--- src/design/irpwfd_pkg.sv ---
// Shared types and constants for the IR pulse-width frame decoder.
// No dependencies; used by the top level and the checker.
package irpwfd_pkg;

   // Result status codes
   typedef enum logic [1:0] {
      STATUS_OK          = 2'd0,
      STATUS_BAD_COUNT   = 2'd1,
      STATUS_SHORT_MARK  = 2'd2,
      STATUS_SPACE_RANGE = 2'd3
   } status_type;

   // Register indexes on the CSR port
   localparam int CSR_INDEX_W = 3;
   localparam logic [CSR_INDEX_W-1:0] REG_HDR_MARK_MIN  = 3'd0;
   localparam logic [CSR_INDEX_W-1:0] REG_HDR_SPACE_MIN = 3'd1;
   localparam logic [CSR_INDEX_W-1:0] REG_HDR_SPACE_MAX = 3'd2;
   localparam logic [CSR_INDEX_W-1:0] REG_ONE_MARK_THR  = 3'd3;
   localparam logic [CSR_INDEX_W-1:0] REG_END_SPACE     = 3'd4;
   localparam logic [CSR_INDEX_W-1:0] REG_MIN_ENTRIES   = 3'd5;
   localparam logic [CSR_INDEX_W-1:0] REG_MAX_ENTRIES   = 3'd6;

   // Field widths
   localparam int DUR_W   = 16;
   localparam int COUNT_W = 8;
   localparam int CODE_W  = 32;
   localparam int BITS_W  = 6;

   // Most bits collected per frame
   localparam int MAX_BITS = 32;

   // Default tick length in microseconds
   localparam int TICK_US_DEFAULT = 50;

   // Register values after reset
   localparam logic [DUR_W-1:0]   HDR_MARK_MIN_RST  = 16'd1380;
   localparam logic [DUR_W-1:0]   HDR_SPACE_MIN_RST = 16'd160;
   localparam logic [DUR_W-1:0]   HDR_SPACE_MAX_RST = 16'd480;
   localparam logic [DUR_W-1:0]   ONE_MARK_THR_RST  = 16'd660;
   localparam logic [DUR_W-1:0]   END_SPACE_RST     = 16'd840;
   localparam logic [COUNT_W-1:0] MIN_ENTRIES_RST   = 8'd16;
   localparam logic [COUNT_W-1:0] MAX_ENTRIES_RST   = 8'd18;

endpackage

--- src/design/irpwfd_req_if.sv ---
// Pulse input channel: valid/ready handshake carrying one pulse word.
// No dependencies.
interface irpwfd_req_if;
   logic        valid;
   logic        ready;
   logic [15:0] pulse_ticks;
   logic        last_pulse;

   modport source (output valid, output pulse_ticks, output last_pulse, input ready);
   modport sink   (input valid, input pulse_ticks, input last_pulse, output ready);
endinterface

--- src/design/irpwfd_rsp_if.sv ---
// Result channel: valid/ready handshake carrying one decoded frame word.
// No dependencies.
interface irpwfd_rsp_if;
   logic        valid;
   logic        ready;
   logic [1:0]  status;
   logic [31:0] code_value;
   logic [5:0]  bit_count;

   modport source (output valid, output status, output code_value, output bit_count,
                   input ready);
   modport sink   (input valid, input status, input code_value, input bit_count,
                   output ready);
endinterface

--- src/design/ir_pulse_width_frame_decoder.sv ---
// IR pulse-width frame decoder: input register, one step of decode, result register.
// The frame's last pulse word passes the input register, then the result register, before its result shows on rsp.
// One pulse word per cycle; intake stalls only while a result waits on rsp.
// Reset (synchronous, active high) clears frame state and loads register defaults.
// Depends on irpwfd_pkg, irpwfd_req_if and irpwfd_rsp_if.
module ir_pulse_width_frame_decoder #(
   parameter int TICK_US = irpwfd_pkg::TICK_US_DEFAULT
) (
   input  logic                                clock,
   input  logic                                reset,
   irpwfd_req_if.sink                          req_ch,
   irpwfd_rsp_if.source                        rsp_ch,
   input  logic                                csr_write_enable,
   input  logic [irpwfd_pkg::CSR_INDEX_W-1:0]  csr_index,
   input  logic [irpwfd_pkg::DUR_W-1:0]        csr_write_data
);

   localparam int DUR_W   = irpwfd_pkg::DUR_W;
   localparam int COUNT_W = irpwfd_pkg::COUNT_W;
   localparam int CODE_W  = irpwfd_pkg::CODE_W;
   localparam int BITS_W  = irpwfd_pkg::BITS_W;
   localparam int US_W    = DUR_W + $clog2(TICK_US + 1);
   localparam logic [COUNT_W-1:0] COUNT_MAX = '1;

   // Configuration registers
   logic [DUR_W-1:0]   hdr_mark_min_ff, hdr_space_min_ff, hdr_space_max_ff;
   logic [DUR_W-1:0]   one_mark_thr_ff, end_space_ff;
   logic [COUNT_W-1:0] min_entries_ff, max_entries_ff;

   // Input register
   logic               in_valid_ff;
   logic [DUR_W-1:0]   in_ticks_ff;
   logic               in_last_ff;

   // Frame state
   logic [COUNT_W-1:0]     entry_ff, entry_in;
   logic [CODE_W-1:0]      shift_ff, shift_in;
   logic [BITS_W-1:0]      bits_ff, bits_in;
   logic                   stopped_ff, stopped_in;
   irpwfd_pkg::status_type fault_ff, fault_in;

   // Result register
   logic                   rsp_valid_ff, rsp_valid_in;
   irpwfd_pkg::status_type rsp_status_ff, status_in;
   logic [CODE_W-1:0]      rsp_code_ff;
   logic [BITS_W-1:0]      rsp_bits_ff;

   logic            advance;
   logic [US_W-1:0] dur_us;

   // Decode the held word when its result, if any, has room
   assign advance      = in_valid_ff && (!in_last_ff || !rsp_valid_ff || rsp_ch.ready);
   assign req_ch.ready = !in_valid_ff || advance;

   assign rsp_ch.valid      = rsp_valid_ff;
   assign rsp_ch.status     = rsp_status_ff;
   assign rsp_ch.code_value = rsp_code_ff;
   assign rsp_ch.bit_count  = rsp_bits_ff;

   // Write configuration registers
   always_ff @(posedge clock) begin
      if (reset) begin
         hdr_mark_min_ff  <= irpwfd_pkg::HDR_MARK_MIN_RST;
         hdr_space_min_ff <= irpwfd_pkg::HDR_SPACE_MIN_RST;
         hdr_space_max_ff <= irpwfd_pkg::HDR_SPACE_MAX_RST;
         one_mark_thr_ff  <= irpwfd_pkg::ONE_MARK_THR_RST;
         end_space_ff     <= irpwfd_pkg::END_SPACE_RST;
         min_entries_ff   <= irpwfd_pkg::MIN_ENTRIES_RST;
         max_entries_ff   <= irpwfd_pkg::MAX_ENTRIES_RST;
      end else if (csr_write_enable) begin
         unique case (csr_index)
            irpwfd_pkg::REG_HDR_MARK_MIN:  hdr_mark_min_ff  <= csr_write_data;
            irpwfd_pkg::REG_HDR_SPACE_MIN: hdr_space_min_ff <= csr_write_data;
            irpwfd_pkg::REG_HDR_SPACE_MAX: hdr_space_max_ff <= csr_write_data;
            irpwfd_pkg::REG_ONE_MARK_THR:  one_mark_thr_ff  <= csr_write_data;
            irpwfd_pkg::REG_END_SPACE:     end_space_ff     <= csr_write_data;
            irpwfd_pkg::REG_MIN_ENTRIES:   min_entries_ff   <= csr_write_data[COUNT_W-1:0];
            irpwfd_pkg::REG_MAX_ENTRIES:   max_entries_ff   <= csr_write_data[COUNT_W-1:0];
            default: begin
            end
         endcase
      end
   end

   // Take a pulse word into the input register
   always_ff @(posedge clock) begin
      if (reset) begin
         in_valid_ff <= 1'b0;
      end else if (req_ch.ready) begin
         in_valid_ff <= req_ch.valid;
      end
   end

   always_ff @(posedge clock) begin
      if (req_ch.ready && req_ch.valid) begin
         in_ticks_ff <= req_ch.pulse_ticks;
         in_last_ff  <= req_ch.last_pulse;
      end
   end

   // Scale ticks to microseconds
   assign dur_us = US_W'(in_ticks_ff) * US_W'(TICK_US);

   // Header checks, bit shifting, end-space stop and entry count
   always_comb begin
      fault_in   = fault_ff;
      shift_in   = shift_ff;
      bits_in    = bits_ff;
      stopped_in = stopped_ff;
      if (entry_ff == COUNT_W'(1)) begin
         if (dur_us < US_W'(hdr_mark_min_ff)) begin
            fault_in = irpwfd_pkg::STATUS_SHORT_MARK;
         end
      end else if (entry_ff == COUNT_W'(2)) begin
         if (fault_ff == irpwfd_pkg::STATUS_OK &&
             (dur_us < US_W'(hdr_space_min_ff) || dur_us > US_W'(hdr_space_max_ff))) begin
            fault_in = irpwfd_pkg::STATUS_SPACE_RANGE;
         end
      end else if (entry_ff >= COUNT_W'(3)) begin
         if (!stopped_ff && bits_ff < BITS_W'(irpwfd_pkg::MAX_BITS)) begin
            if (entry_ff[0]) begin
               shift_in = {shift_ff[CODE_W-2:0], dur_us > US_W'(one_mark_thr_ff)};
               bits_in  = bits_ff + BITS_W'(1);
            end else if (dur_us > US_W'(end_space_ff)) begin
               stopped_in = 1'b1;
            end
         end
      end
      entry_in = (entry_ff == COUNT_MAX) ? COUNT_MAX : entry_ff + COUNT_W'(1);
   end

   // Frame status, in order of priority
   always_comb begin
      priority if (entry_in > max_entries_ff || entry_in < min_entries_ff) begin
         status_in = irpwfd_pkg::STATUS_BAD_COUNT;
      end else if (entry_in < COUNT_W'(2)) begin
         status_in = irpwfd_pkg::STATUS_SHORT_MARK;
      end else if (fault_in != irpwfd_pkg::STATUS_OK) begin
         status_in = fault_in;
      end else if (entry_in < COUNT_W'(3)) begin
         status_in = irpwfd_pkg::STATUS_SPACE_RANGE;
      end else begin
         status_in = irpwfd_pkg::STATUS_OK;
      end
   end

   // Advance frame state; drop it back to idle at the frame's last word
   always_ff @(posedge clock) begin
      if (reset || (advance && in_last_ff)) begin
         entry_ff   <= '0;
         shift_ff   <= '0;
         bits_ff    <= '0;
         stopped_ff <= 1'b0;
         fault_ff   <= irpwfd_pkg::STATUS_OK;
      end else if (advance) begin
         entry_ff   <= entry_in;
         shift_ff   <= shift_in;
         bits_ff    <= bits_in;
         stopped_ff <= stopped_in;
         fault_ff   <= fault_in;
      end
   end

   // Hold a result until the sink takes it
   always_comb begin
      if (advance && in_last_ff) begin
         rsp_valid_in = 1'b1;
      end else begin
         rsp_valid_in = rsp_valid_ff && !rsp_ch.ready;
      end
   end

   always_ff @(posedge clock) begin
      if (reset) begin
         rsp_valid_ff <= 1'b0;
      end else begin
         rsp_valid_ff <= rsp_valid_in;
      end
   end

   always_ff @(posedge clock) begin
      if (advance && in_last_ff) begin
         rsp_status_ff <= status_in;
         rsp_code_ff   <= (status_in == irpwfd_pkg::STATUS_OK) ? shift_in : '0;
         rsp_bits_ff   <= (status_in == irpwfd_pkg::STATUS_OK) ? bits_in : '0;
      end
   end

endmodule

--- src/flat_wrapper.sv ---
// flat-port wrapper written by rule: the top's interface ports become plain ports
module ir_pulse_width_frame_decoder_flat 
#(
   parameter int TICK_US = irpwfd_pkg::TICK_US_DEFAULT
)
  (clock, reset, csr_write_enable, csr_index, csr_write_data, req_ch_valid, req_ch_pulse_ticks, req_ch_last_pulse, req_ch_ready, rsp_ch_valid, rsp_ch_status, rsp_ch_code_value, rsp_ch_bit_count, rsp_ch_ready);
  irpwfd_req_if req_ch_i ();
  irpwfd_rsp_if rsp_ch_i ();
  input  logic clock;
  input  logic reset;
  input  logic csr_write_enable;
  input  logic [irpwfd_pkg::CSR_INDEX_W-1:0] csr_index;
  input  logic [irpwfd_pkg::DUR_W-1:0] csr_write_data;
  input wire logic [$bits(req_ch_i.valid)-1:0] req_ch_valid;
  input wire logic [$bits(req_ch_i.pulse_ticks)-1:0] req_ch_pulse_ticks;
  input wire logic [$bits(req_ch_i.last_pulse)-1:0] req_ch_last_pulse;
  output wire logic [$bits(req_ch_i.ready)-1:0] req_ch_ready;
  output wire logic [$bits(rsp_ch_i.valid)-1:0] rsp_ch_valid;
  output wire logic [$bits(rsp_ch_i.status)-1:0] rsp_ch_status;
  output wire logic [$bits(rsp_ch_i.code_value)-1:0] rsp_ch_code_value;
  output wire logic [$bits(rsp_ch_i.bit_count)-1:0] rsp_ch_bit_count;
  input wire logic [$bits(rsp_ch_i.ready)-1:0] rsp_ch_ready;
  assign req_ch_i.valid = req_ch_valid;
  assign req_ch_i.pulse_ticks = req_ch_pulse_ticks;
  assign req_ch_i.last_pulse = req_ch_last_pulse;
  assign req_ch_ready = req_ch_i.ready;
  assign rsp_ch_valid = rsp_ch_i.valid;
  assign rsp_ch_status = rsp_ch_i.status;
  assign rsp_ch_code_value = rsp_ch_i.code_value;
  assign rsp_ch_bit_count = rsp_ch_i.bit_count;
  assign rsp_ch_i.ready = rsp_ch_ready;
  ir_pulse_width_frame_decoder #(.TICK_US(TICK_US)) u_core (.clock(clock), .reset(reset), .req_ch(req_ch_i), .rsp_ch(rsp_ch_i), .csr_write_enable(csr_write_enable), .csr_index(csr_index), .csr_write_data(csr_write_data));
endmodule
--- config.mk ---
export PLATFORM = sky130hd
export DESIGN_NAME = ir_pulse_width_frame_decoder_flat
export DESIGN_NICKNAME = d
export VERILOG_FILES = /design/src/design/irpwfd_pkg.sv /design/src/design/irpwfd_req_if.sv /design/src/design/irpwfd_rsp_if.sv /design/src/design/ir_pulse_width_frame_decoder.sv /design/src/flat_wrapper.sv
export SDC_FILE = /design/constraint.sdc
export NUM_CORES = 1
export LEC_CHECK = 0
export ABC_AREA = 1
export ABC_CLOCK_PERIOD_IN_PS = 9700
export BUFFER_PORTS_ARGS = -buffer_cell sky130_fd_sc_hd__buf_4
export CORE_MARGIN = 1.5
export CORE_UTILIZATION = 45
export CTS_BUF_LIST = sky130_fd_sc_hd__clkbuf_16
export CTS_CLUSTER_SIZE = 14
export DETAILED_ROUTE_END_ITERATION = 7
export SYNTH_ARGS = -nofsm -noshare
export SYNTH_HDL_FRONTEND = slang
export SYNTH_SLANG_ARGS = --single-unit
export TNS_END_PERCENT = 1
--- constraint.sdc ---
create_clock -name clock -period 9.7 [get_ports clock]
set_input_delay 2.91 -clock clock [delete_from_list [all_inputs] [get_ports clock]]
set_output_delay 2.91 -clock clock [all_outputs]
set_load 0.03 [all_outputs]
==> flow_summary_export.csv, run 1 <==
group,metric,value,unit
clock_tree,cts-root-buf,"sky130_fd_sc_hd__clkbuf_16",
routing,routedWlPerCell,13.55,um
synth,dominant_combinational_cell_family_by_area_after_synthesis,"adder cells",
synth,syn_avg_cell_area,8.039,um^2
sta,unrepaired_setup_endpoints_after_global_routing,"false",
finish,antenna_cells_inserted,0,
clock_tree,cts_made_buffers,24,
sta,hold_viol_final,0,
sta,achievable-frequency,155.2,MHz
synth,yosysSeqAreaShare,38.91,%
synth,synth.distinct_cells,42,
clock_tree,cts_hold_buf,0,
routing,post_detailed_route_via_to_cell_ratio,4.928,
die,core_area,26060,um^2
min_path,holdCritPathClass,"reg -> reg",
clock_tree,insertion_delay,0.52,ns
place,globalplace.congestion,0.8265,
global_routing,overflow,0,
routing,drc,0,
synth,synth-compound-area-share,15.53,%
clock_tree,clkSinkCount,204,
setup_path,critical_path_arrival,3.53,ns
sta,setup_tns,0,ns
routing,dr_total_vias,9423,
min_path,worst_hold_path.num_cells,2,
global_routing,grt_usage,18.85,%
die,die_w,166.0,um
sta,max_slew_margin,38.60,%
sta,min_tclk_post_route,6.444,ns
setup_path,worstRegToRegCells,26,
sta,timing.final.max_slew_violations,0,
global_routing,number_of_global_route_vias_before_repair,8927,
clock_tree,cts.repair_timing.setup_buffer_count,0,
place,dp_hpwl,19150,um
synth,netlist_area,11960,um^2
setup_path,critical_path_peak_fanout,3,
setup_path,critPathMostFrequentCell,"sky130_fd_sc_hd__buf_4",
setup_path,timing.critical_path.slowest_stage_cell,"sky130_fd_sc_hd__buf_4",
setup_path,timing.critical_path.cells,"buf_4 > nor2_1 > nand3_1 > buf_4",
synth,area_fraction_of_the_dominant_cell_type_after_synthesis,24.60,%
clock_tree,cts_resized,0,
routing,routed_wl,25900,um
place,port_buffers,82,
sta,min_period_over_period,66.43,%
synth,yosys_register_bits,204,
synth,synth_edf_count,57,
power,leakage,0.006561,uW
synth,synthFlopType,"sky130_fd_sc_hd__dfxtp_1",
die,dieArea,27570,um^2
setup_path,timing.critical_path.to_type,"primary output",
synth,synthXorXnorAreaFrac,1.245,%
finish,nets,1758,
clock_tree,path_clk_slew,0.06,ns
synth,post_synth_mux_area_share,0.3347,%
synth,post_synth_main_area_contributors,"sky130_fd_sc_hd__dfxtp_1 25%, sky130_fd_sc_hd__ha_1 15%, sky130_fd_sc_hd__edfxtp_1 14%",
finish,post_route_cells_drive_above_1_share,10.53,%
power,cellPowerDensity,192.6,nW/um^2
clock_tree,clock_tree_from_tritoncts,"yes",
synth,yosys_warnings,0,
finish,layout_common_cells,"294 x sky130_fd_sc_hd__inv_1, 252 x sky130_fd_sc_hd__nand2_1, 147 x sky130_fd_sc_hd__ha_1, 147 x sky130_fd_sc_hd__dfxtp_1",
synth,synth_adder_area_share,17.22,%
status,outcome,"finished, final reports clean",
sta,timing.clock.skew,0.01794,ns
power,power.ir.vdd_worst,163.5,uV
setup_path,critPathLaunchType,"primary input",
routing,drt_first_pass_iters,5,
finish,syn2layout_area_growth,13.45,%
routing,post_route_antenna_net_violation_count,0,
place,place_area,12860,um^2
global_routing,maximum_number_of_pins_on_one_net_before_global_route_repair,99,
sta,setup_viol,0,
finish,final_design_area_no_fill,13570,um^2
run,cap_viol_max_count,0,
die,die_height,166.0,um
synth,mappedNetlistNets,1687,
synth,asyncSetResetFlopFracSynth,0,%
sta,worst-slew-pin-transition,0.9210,ns
finish,layout_commonest_cell,"sky130_fd_sc_hd__inv_1",
global_routing,grt_first_pass_wirelength,43390,um
clock_tree,htree_num_levels,1,
die,io_pins,83,
global_routing,antenna_found_initial,0,
die,num_rows,59,
die,initial_core_util,45.90,%
synth,synthesis.instances,1488,
synth,synth-simple-area-share,15.75,%
setup_path,worst_path_max_stage_delay,0.20,ns
synth,synth_top_cell_by_area,"sky130_fd_sc_hd__dfxtp_1",
routing,initialDrtViolationCount,442,
clock_tree,cts.path.max_buffers,3,
setup_path,worst-setup-path-type,"in -> out",
setup_path,critical_path_required,6.79,ns
==> stage by stage <==
stage / total power, uW / worst slack, ns / std cells / utilization, % / hold slack, ns
after floorplan: 1594 / 3.444 / 1488 / - / 0.4299
after global placement: 1811 / 3.290 / 1868 / 49.36 / 0.4441
after detailed placement: 1830 / 3.259 / 1868 / 49.36 / 0.4504
after CTS: 2648 / 3.255 / 1912 / 52.08 / 0.4592
after global routing: 2834 / 3.162 / 1912 / 52.08 / 0.4698
final: 2614 / 3.256 / 1912 / 52.08 / 0.4566
==> synth_stat cells, drive strengths merged (2+ instances only) <==
cell type and count:
o21bai 2, dfxtp 147, a31oi 5, nor3 11
and2 2, a21oi 131, mux2i 4, and3 2
o211ai 58, buf 6, clkbuf 41, o21ai 133
ha 147, a21o 2, inv 293, nand3b 2
xor2 12, nand2 255, fa 11, nor2 106
nand3 34, edfxtp 57, xnor2 5, clkinv 2
nand4 15
==> area by class of cell <==
| type | count | area, um^2 |
|---|---|---|
| Multi-Input combinational cell | 942 | 5991 |
| Fill cell | 2520 | 12490 |
| Timing Repair Buffer | 92 | 690.7 |
| Sequential cell | 204 | 4654 |
| Clock buffer | 25 | 625.6 |
| Clock inverter | 19 | 82.58 |
| Inverter | 295 | 1107 |
| Tap cell | 335 | 419.2 |
==> power by group <==
part | switching [uW] | internal [uW] | total, uW
clock network | 344 | 462 | 807
logic | 551 | 325 | 876
registers | 19.6 | 912 | 931
total | 914 | 1700 | 2610
==> state kept, by name, indices dropped and copies added (netlist names), 8 cells and up <==
name / flops
u_core.one_mark_thr_ff: 16
u_core.max_entries_ff: 8
u_core.in_ticks_ff: 16
u_core.rsp_ch.code_value: 32
u_core.shift_ff: 32
u_core.hdr_space_max_ff: 16
u_core.end_space_ff: 16
u_core.entry_ff: 8
u_core.hdr_mark_min_ff: 16
u_core.min_entries_ff: 8
u_core.hdr_space_min_ff: 16
==> worst max-delay path: cells and delay by family <==
| family | cells | cell delay, ns |
|---|---|---|
| buffers and inverters | 2 | 0.31 |
| AND/OR/NAND/NOR | 2 | 0.32 |
==> layer usage <==
layer | global-route usage, % | vias to the layer above | part of all wire, % | wire length, um
met3 | 1.907 | 28 | 2.8 | 732
met1 | 25.52 | 4253 | 48 | 12460
met5 | 0 | - | 0 | 0
met4 | 4.426 | 0 | 1.9 | 491
met2 | 32.36 | 135 | 47 | 12210
li1 | - | 5007 | - | -
==> cell families after synthesis <==
family | Yosys count
AOI/OAI and AO/OA | 335
and+or+nand+nor | 428
DFF | 204
adders and majority gates | 158
xor gates and xnor gates | 17
buffers and inverters | 342
muxes | 4
==> final timing paths <==
| kind | start | endpoint | slack (ns) |
|---|---|---|---|
| max reg2reg | u_core.in_ticks_ff[2]$_DFFE_PP_ | u_core.rsp_ch.code_value[11]$_SDFFCE_PP0P_ | 4.06 |
| min reg2reg | u_core.one_mark_thr_ff[14]$_SDFFE_PP0P_ | u_core.one_mark_thr_ff[14]$_SDFFE_PP0P_ | 0.46 |
| max | rsp_ch_ready | req_ch_ready | 3.26 |
| min | u_core.one_mark_thr_ff[14]$_SDFFE_PP0P_ | u_core.one_mark_thr_ff[14]$_SDFFE_PP0P_ | 0.46 |
No activity file was read; power rests on OpenSTA's default activity.
==> run 2, diff against run 1 <==
ABC_AREA = 0   (was 1)
ABC_CLOCK_PERIOD_IN_PS = 5800   (was 9700)
clock period = 5.8 ns   (was 9.7 ns; I/O delays follow)
==> run 2 against run 1 <==
Effect of this change:
- clock power grew 72%
- synthesized cell count shrank 3.9%
- clock skew shrank 0.0045 ns
- critical path type is now reg -> reg
- largest cell class unchanged
- largest power group unchanged
==> flow_summary_export.csv, run 2 <==
group,metric,value,unit
global_routing,antenna_found_initial,0,
synth,yosys_register_bits,204,
sta,min_tclk_post_route,5.403,ns
finish,multi_input_comb_area,6670,um^2
synth,dominant_combinational_cell_family_by_area_after_synthesis,"simple AND/OR/NAND/NOR gates",
sta,min_period_over_period,93.15,%
sta,hold_viol_final,0,
synth,synth-simple-area-share,17.90,%
routing,initialDrtViolationCount,642,
synth,synth.distinct_cells,61,
setup_path,worst-setup-path-type,"reg -> reg",
sta,worst-slew-pin-transition,1.363,ns
run,cap_viol_max_count,0,
finish,number_of_inserted_filler_cells_in_the_final_layout,2506,
finish,seqCellArea,4654,um^2
finish,layout_commonest_cell,"sky130_fd_sc_hd__nand2_1",
routing,post_detailed_route_via_to_cell_ratio,5.456,
synth,synth_edf_count,57,
die,dieArea,27870,um^2
synth,synthMostInstantiatedCell,"sky130_fd_sc_hd__nand2_1",
synth,netlist_area,12090,um^2
routing,drt_first_pass_iters,5,
routing,topRoutingLayerUsed,"met4",
die,initial_core_util,46.14,%
setup_path,critical_path_required,6.10,ns
setup_path,timing.critical_path.slowest_stage_cell,"sky130_fd_sc_hd__fa_1",
power,cellPowerDensity,314.8,nW/um^2
global_routing,overflow,0,
global_routing,grt_usage,21.96,%
synth,synthXorXnorAreaFrac,1.666,%
setup_path,critical_path_arrival,5.70,ns
global_routing,maximum_number_of_pins_on_one_net_before_global_route_repair,93,
finish,final_design_area_no_fill,13820,um^2
synth,mappedNetlistNets,1629,
routing,routedWlPerCell,16.52,um
finish,antenna_cells_inserted,0,
status,outcome,"finished, final reports clean",
synth,post_synth_mux_area_share,0.2690,%
setup_path,crit_family,"adder cells",
sta,achievable-frequency,185.1,MHz
sta,timing.clock.skew,0.01349,ns
routing,wl_met1,14860,um
routing,post_route_antenna_net_violation_count,0,
die,core_area,26210,um^2
die,num_rows,59,
synth,yosys_warnings,0,
routing,drc,0,
synth,post_synth_main_area_contributors,"sky130_fd_sc_hd__dfxtp_1 24%, sky130_fd_sc_hd__ha_1 15%, sky130_fd_sc_hd__edfxtp_1 14%",
synth,synthFlopType,"sky130_fd_sc_hd__dfxtp_1",
clock_tree,clkSinkCount,204,
finish,syn2layout_area_growth,14.32,%
clock_tree,cts_made_buffers,25,
place,port_buffers,82,
place,place_area,13040,um^2
synth,synth_top_cell_by_area,"sky130_fd_sc_hd__dfxtp_1",
setup_path,critPathMostFrequentCell,"sky130_fd_sc_hd__ha_1",
sta,max_slew_margin,8.949,%
clock_tree,cts-root-buf,"sky130_fd_sc_hd__clkbuf_16",
power,leakage,0.005638,uW
synth,synth_adder_area_share,17.03,%
finish,post_route_cells_drive_above_1_share,11.46,%
die,die_height,166.9,um
setup_path,worst_path_max_stage_delay,0.50,ns
place,placed_cells,1798,
setup_path,critPathLaunchType,"flip-flop",
global_routing,number_of_global_route_vias_before_repair,9585,
sta,hold_slack,0.4491,ns
synth,synth-compound-area-share,17.50,%
die,die_w,166.9,um
synth,list_of_most_frequent_post_synthesis_cells,"327 x sky130_fd_sc_hd__nand2_1, 156 x sky130_fd_sc_hd__a21oi_1, 155 x sky130_fd_sc_hd__inv_1",
sta,setup_tns,0,ns
power,power.ir.vdd_worst,265.4,uV
routing,routed_wl,30460,um
routing,dr_total_vias,10060,
place,place_worst_setup_slack,0.007524,ns
routing,routed_length_on_met3,1423,um
synth,syn_avg_cell_area,8.457,um^2
synth,asyncSetResetFlopFracSynth,0,%
min_path,holdCritPathClass,"reg -> reg",
clock_tree,clock_tree_from_tritoncts,"yes",
place,dp_hpwl,21240,um
setup_path,timing.critical_path.to_type,"flip-flop",
global_routing,grt_first_pass_wirelength,49740,um
finish,layout_common_cells,"327 x sky130_fd_sc_hd__nand2_1, 165 x sky130_fd_sc_hd__inv_1, 152 x sky130_fd_sc_hd__a21oi_1, 147 x sky130_fd_sc_hd__ha_1, 147 x sky130_fd_sc_hd__dfxtp_1",
setup_path,critical_path_peak_fanout,38,
clock_tree,cts.path.max_buffers,3,
clock_tree,path_clk_slew,0.06,ns
routing,met2_wirelength,13620,um
synth,synthesis.instances,1430,
finish,fin_cells,1844,
synth,area_fraction_of_the_dominant_cell_type_after_synthesis,24.34,%
die,io_pins,83,
setup_path,path_buf_inv,4,
clock_tree,insertion_delay,0.53,ns
setup_path,timing.critical_path.cells,"ha_1 > ha_1 > inv_1 > fa_1 > inv_1 > ha_1 > a21oi_2 > inv_1 > a31oi_1 > o21ai_0 > a21oi_2 > xnor2_2 > ha_1 > nand3_1 > or3_1 > a211o_1 > o211a_1 > a21oi_2 > nor3b_2 > o211ai_1 > buf_12 > a2111oi_0",
finish,nets,1690,
sta,timing.final.max_slew_violations,0,
synth,yosysSeqAreaShare,38.49,%
sta,worst_slack,0.3972,ns
clock_tree,htree_num_levels,1,
sta,setup_viol,0,
place,globalplace.congestion,0.8902,
run 2: cell count changes after synthesis, moves of 14 or more:
cell | previous run | this run
sky130_fd_sc_hd__a2111oi_0 | 0 | 20
sky130_fd_sc_hd__nor2_1 | 82 | 61
sky130_fd_sc_hd__a211o_1 | 0 | 23
sky130_fd_sc_hd__a21o_1 | 2 | 19
sky130_fd_sc_hd__a21oi_1 | 129 | 156
sky130_fd_sc_hd__a2111oi_2 | 0 | 14
sky130_fd_sc_hd__o21ai_0 | 129 | 21
sky130_fd_sc_hd__o211ai_1 | 58 | 7
sky130_fd_sc_hd__clkbuf_1 | 41 | 61
sky130_fd_sc_hd__inv_1 | 288 | 155
sky130_fd_sc_hd__nand2_1 | 252 | 327
run 2: cell families after synthesis:
group	after synthesis
fa+ha+maj	158
compound gates	317
mux	3
buf+inv	224
flops	204
xor+xnor	23
simple gates	501
run 2: worst register-to-register path: stages, from the launching register on:
cell and delay (ns):
sky130_fd_sc_hd__edfxtp_1 0.43, sky130_fd_sc_hd__ha_1 0.32, sky130_fd_sc_hd__ha_1 0.27, sky130_fd_sc_hd__inv_1 0.05
sky130_fd_sc_hd__fa_1 0.50, sky130_fd_sc_hd__inv_1 0.04, sky130_fd_sc_hd__ha_1 0.39, sky130_fd_sc_hd__a21oi_2 0.23
sky130_fd_sc_hd__inv_1 0.06, sky130_fd_sc_hd__a31oi_1 0.18, sky130_fd_sc_hd__o21ai_0 0.12, sky130_fd_sc_hd__a21oi_2 0.18
sky130_fd_sc_hd__xnor2_2 0.16, sky130_fd_sc_hd__ha_1 0.34, sky130_fd_sc_hd__nand3_1 0.08, sky130_fd_sc_hd__or3_1 0.37
sky130_fd_sc_hd__a211o_1 0.22, sky130_fd_sc_hd__o211a_1 0.12, sky130_fd_sc_hd__a21oi_2 0.16, sky130_fd_sc_hd__nor3b_2 0.19
sky130_fd_sc_hd__o211ai_1 0.14, sky130_fd_sc_hd__buf_12 0.22, sky130_fd_sc_hd__a2111oi_0 0.40
run 2: layout make-up:
class | instances | area share (%)
multi-input cells | 1002 | 48.25
clock inverters | 20 | 0.6335
clock buffers | 25 | 4.525
well taps | 335 | 3.032
flip-flops and latches | 204 | 33.67
inverters | 155 | 4.209
repair buffers | 103 | 5.684
run 2: routing by layer:
layer	vias up	GRT usage [%]
li1	5052	-
met1	4753	31.36
met2	216	35.58
met3	39	2.614
met4	0	4.704
met5	-	0
run 2: final timing paths:
check | start | end | slack (ns) | cells after the start
worst max-delay path | u_core.in_ticks_ff[6]$_DFFE_PP_ | u_core.rsp_ch.code_value[13]$_SDFFCE_PP0P_ | 0.40 | 22
worst min-delay path | u_core.end_space_ff[0]$_SDFFE_PP0P_ | u_core.end_space_ff[0]$_SDFFE_PP0P_ | 0.45 | 2
worst max register to register | u_core.in_ticks_ff[6]$_DFFE_PP_ | u_core.rsp_ch.code_value[13]$_SDFFCE_PP0P_ | 0.40 | 22
worst min register to register | u_core.end_space_ff[0]$_SDFFE_PP0P_ | u_core.end_space_ff[0]$_SDFFE_PP0P_ | 0.45 | 2
run 2: stage by stage:
step / total power, uW / util, %
2_1_floorplan: 2527 / -
3_3_place_gp: 2938 / 49.75
3_5_place_dp: 2952 / 49.75
4_1_cts: 4353 / 52.47
5_1_grt: 4633 / 52.75
6_report: 4351 / 52.75
run 2: what timing repair did:
action	in CTS	in global routing
buffers inserted	0	1
setup endpoints to repair	0	39
resized for setup	0	23
hold buffers	0	0
run 2: power by group:
part	leakage (uW)	internal (uW)	switching, uW
logic	0.00347	597	852
registers	0.00178	1490	18.3
clock network	0.000392	776	615
total	0.00564	2870	1490
==> run 3, diff against run 2 <==
ABC_AREA = 1   (was 0)
==> run 3 against run 2 <==
Effect of this change:
- routed wire length down 12%
- total power rose by 3.9%
- cell area shrank 1.1%
- core utilization down 0.31 points
==> flow_summary_export.csv, run 3 (synthesis gave the netlist of run 1 again) <==
group,metric,value,unit
finish,final_design_area_no_fill,13670,um^2
power,power.ir.vdd_worst,245.0,uV
sta,setup_viol,0,
finish,number_of_inserted_filler_cells_in_the_final_layout,2503,
place,port_buffers,82,
global_routing,overflow,0,
clock_tree,path_clk_slew,0.06,ns
die,dieArea,27570,um^2
place,placed_cells,1870,
setup_path,endpoint,"u_core.rsp_ch.code_value[9]$_SDFFCE_PP0P_",
clock_tree,cts_made_buffers,25,
sta,hold_viol_final,0,
routing,routed_wl,26690,um
clock_tree,cts_hold_buf,0,
global_routing,grt_usage,19.42,%
power,fin_total_pwr,4522,uW
setup_path,timing.critical_path.to_type,"flip-flop",
finish,fin_cells,1915,
sta,achievable-frequency,188.1,MHz
routing,dr_total_vias,9498,
status,outcome,"finished, final reports clean",
setup_path,worst_path_max_stage_delay,0.56,ns
setup_path,critPathLaunchType,"flip-flop",
clock_tree,cts.path.max_buffers,3,
setup_path,critical_path_arrival,5.60,ns
clock_tree,cts_resized,0,
clock_tree,cts-root-buf,"sky130_fd_sc_hd__clkbuf_16",
die,initial_core_util,45.90,%
routing,initialDrtViolationCount,516,
clock_tree,clkSinkCount,204,
die,core_area,26060,um^2
sta,max_slew_margin,39.38,%
routing,drc,0,
sta,worst-slew-pin-transition,0.9093,ns
routing,routedWlPerCell,13.94,um
die,io_pins,83,
sta,unrepaired_setup_endpoints_after_global_routing,"false",
place,globalplace.congestion,0.8408,
finish,layout_common_cells,"290 x sky130_fd_sc_hd__inv_1, 252 x sky130_fd_sc_hd__nand2_1, 147 x sky130_fd_sc_hd__ha_1, 147 x sky130_fd_sc_hd__dfxtp_1",
setup_path,critPathMostFrequentCell,"sky130_fd_sc_hd__nand2_1",
global_routing,grt_first_pass_wirelength,44390,um
power,cellPowerDensity,330.9,nW/um^2
clock_tree,htree_num_levels,1,
clock_tree,insertion_delay,0.54,ns
power,leakage,0.006602,uW
routing,drt_first_pass_iters,5,
sta,min_period_over_period,91.65,%
setup_path,worst_r2r_startpoint,"u_core.in_ticks_ff[2]$_DFFE_PP_",
run,cap_viol_max_count,0,
finish,antenna_cells_inserted,0,
global_routing,antenna_found_initial,0,
place,dp_hpwl,19760,um
clock_tree,cts.repair_timing.setup_buffer_count,0,
routing,post_detailed_route_via_to_cell_ratio,4.960,
setup_path,worst-setup-path-type,"reg -> reg",
setup_path,critical_path_peak_fanout,38,
sta,setup_tns,0,ns
die,num_rows,59,
routing,post_route_antenna_net_violation_count,0,
setup_path,critical_path.reg2reg.endpoint,"u_core.rsp_ch.code_value[9]$_SDFFCE_PP0P_",
sta,min_tclk_post_route,5.316,ns
finish,nets,1761,
setup_path,r2r_slack,0.48,ns
sta,timing.clock.skew,0.01055,ns
sta,hold_slack,0.4569,ns
die,die_w,166.0,um
global_routing,maximum_number_of_pins_on_one_net_before_global_route_repair,98,
die,die_height,166.0,um
finish,post_route_cells_drive_above_1_share,10.89,%
place,place_area,12890,um^2
setup_path,critical_path_required,6.08,ns
clock_tree,clock_tree_from_tritoncts,"yes",
setup_path,timing.critical_path.slowest_stage_cell,"sky130_fd_sc_hd__edfxtp_1",
finish,layout_commonest_cell,"sky130_fd_sc_hd__inv_1",
global_routing,number_of_global_route_vias_before_repair,8945,
min_path,holdCritPathClass,"reg -> reg",
finish,syn2layout_area_growth,14.26,%
sta,timing.final.max_slew_violations,0,
setup_path,crit_path_start,"u_core.in_ticks_ff[2]$_DFFE_PP_",
setup_path,worstRegToRegCells,29,
==> run 3: cell types whose count changed in the layout (fill, tap and decap cells not counted), moves of 23 or more <==
cell	before	now
sky130_fd_sc_hd__o211ai_1	7	58
sky130_fd_sc_hd__o21ai_0	21	129
sky130_fd_sc_hd__a21oi_1	152	129
sky130_fd_sc_hd__nor2_1	58	82
sky130_fd_sc_hd__inv_1	165	290
sky130_fd_sc_hd__a211o_1	23	0
sky130_fd_sc_hd__nand2_1	327	252
==> run 3: metrics by stage <==
step / utilization (%) / setup slack (ns)
detailed placement: 49.46 / 0.5113
global placement: 49.46 / 0.5651
global route: 52.45 / 0.004106
finish: 52.45 / 0.4844
CTS: 52.45 / 0.4933
floorplan: - / 1.269
==> run 3: worst min-delay path by stage <==
stage | startpoint | to | cells past startpoint
2_1_floorplan | u_core.hdr_space_max_ff[0]$_SDFFE_PP0P_ | u_core.hdr_space_max_ff[0]$_SDFFE_PP0P_ | 2
3_3_place_gp | u_core.hdr_space_max_ff[0]$_SDFFE_PP0P_ | u_core.hdr_space_max_ff[0]$_SDFFE_PP0P_ | 2
3_5_place_dp | u_core.one_mark_thr_ff[3]$_SDFFE_PP0P_ | u_core.one_mark_thr_ff[3]$_SDFFE_PP0P_ | 2
4_1_cts | u_core.one_mark_thr_ff[3]$_SDFFE_PP0P_ | u_core.one_mark_thr_ff[3]$_SDFFE_PP0P_ | 2
5_1_grt | u_core.end_space_ff[1]$_SDFFE_PP0P_ | u_core.end_space_ff[1]$_SDFFE_PP0P_ | 2
6_report | u_core.hdr_space_max_ff[0]$_SDFFE_PP0P_ | u_core.hdr_space_max_ff[0]$_SDFFE_PP0P_ | 2
==> run 3: final cells by class <==
| cell class | instances | area, um^2 | share of cell area [%] |
|---|---|---|---|
| clock buffer | 26 | 650.6 | 4.761 |
| timing repair buffer | 94 | 718.2 | 5.255 |
| inverter | 295 | 1107 | 8.102 |
| multi-input combinational | 942 | 5991 | 43.83 |
| clock inverter | 19 | 126.4 | 0.9247 |
| sequential | 204 | 4654 | 34.06 |
| tap | 335 | 419.2 | 3.067 |
==> run 3: power by group <==
group	internal [uW]	leakage, uW	switching [uW]
Combinational	555	0.00441	941
Sequential	1520	0.00179	31.2
Clock	857	0.000404	612
Total	2940	0.00660	1580
==> run 3: routing by layer <==
| metal | wire length [um] | track usage, % | vias up |
|---|---|---|---|
| met4 | 495 | 4.387 | 0 |
| met1 | 13260 | 26.98 | 4305 |
| li1 | - | - | 5019 |
| met2 | 12170 | 32.50 | 144 |
| met5 | 0 | 0 | - |
| met3 | 767 | 2.073 | 30 |
==> run 3: critical path, delay by kind of cell, from the launching register on <==
family	cells	cell delay (ns)
AOI/OAI and AO/OA	1	0.11
xor gates and xnor gates	1	0.55
adders and majority gates	5	1.78
buffers and inverters	5	0.47
DFF	1	0.56
and+or+nand+nor	17	1.55
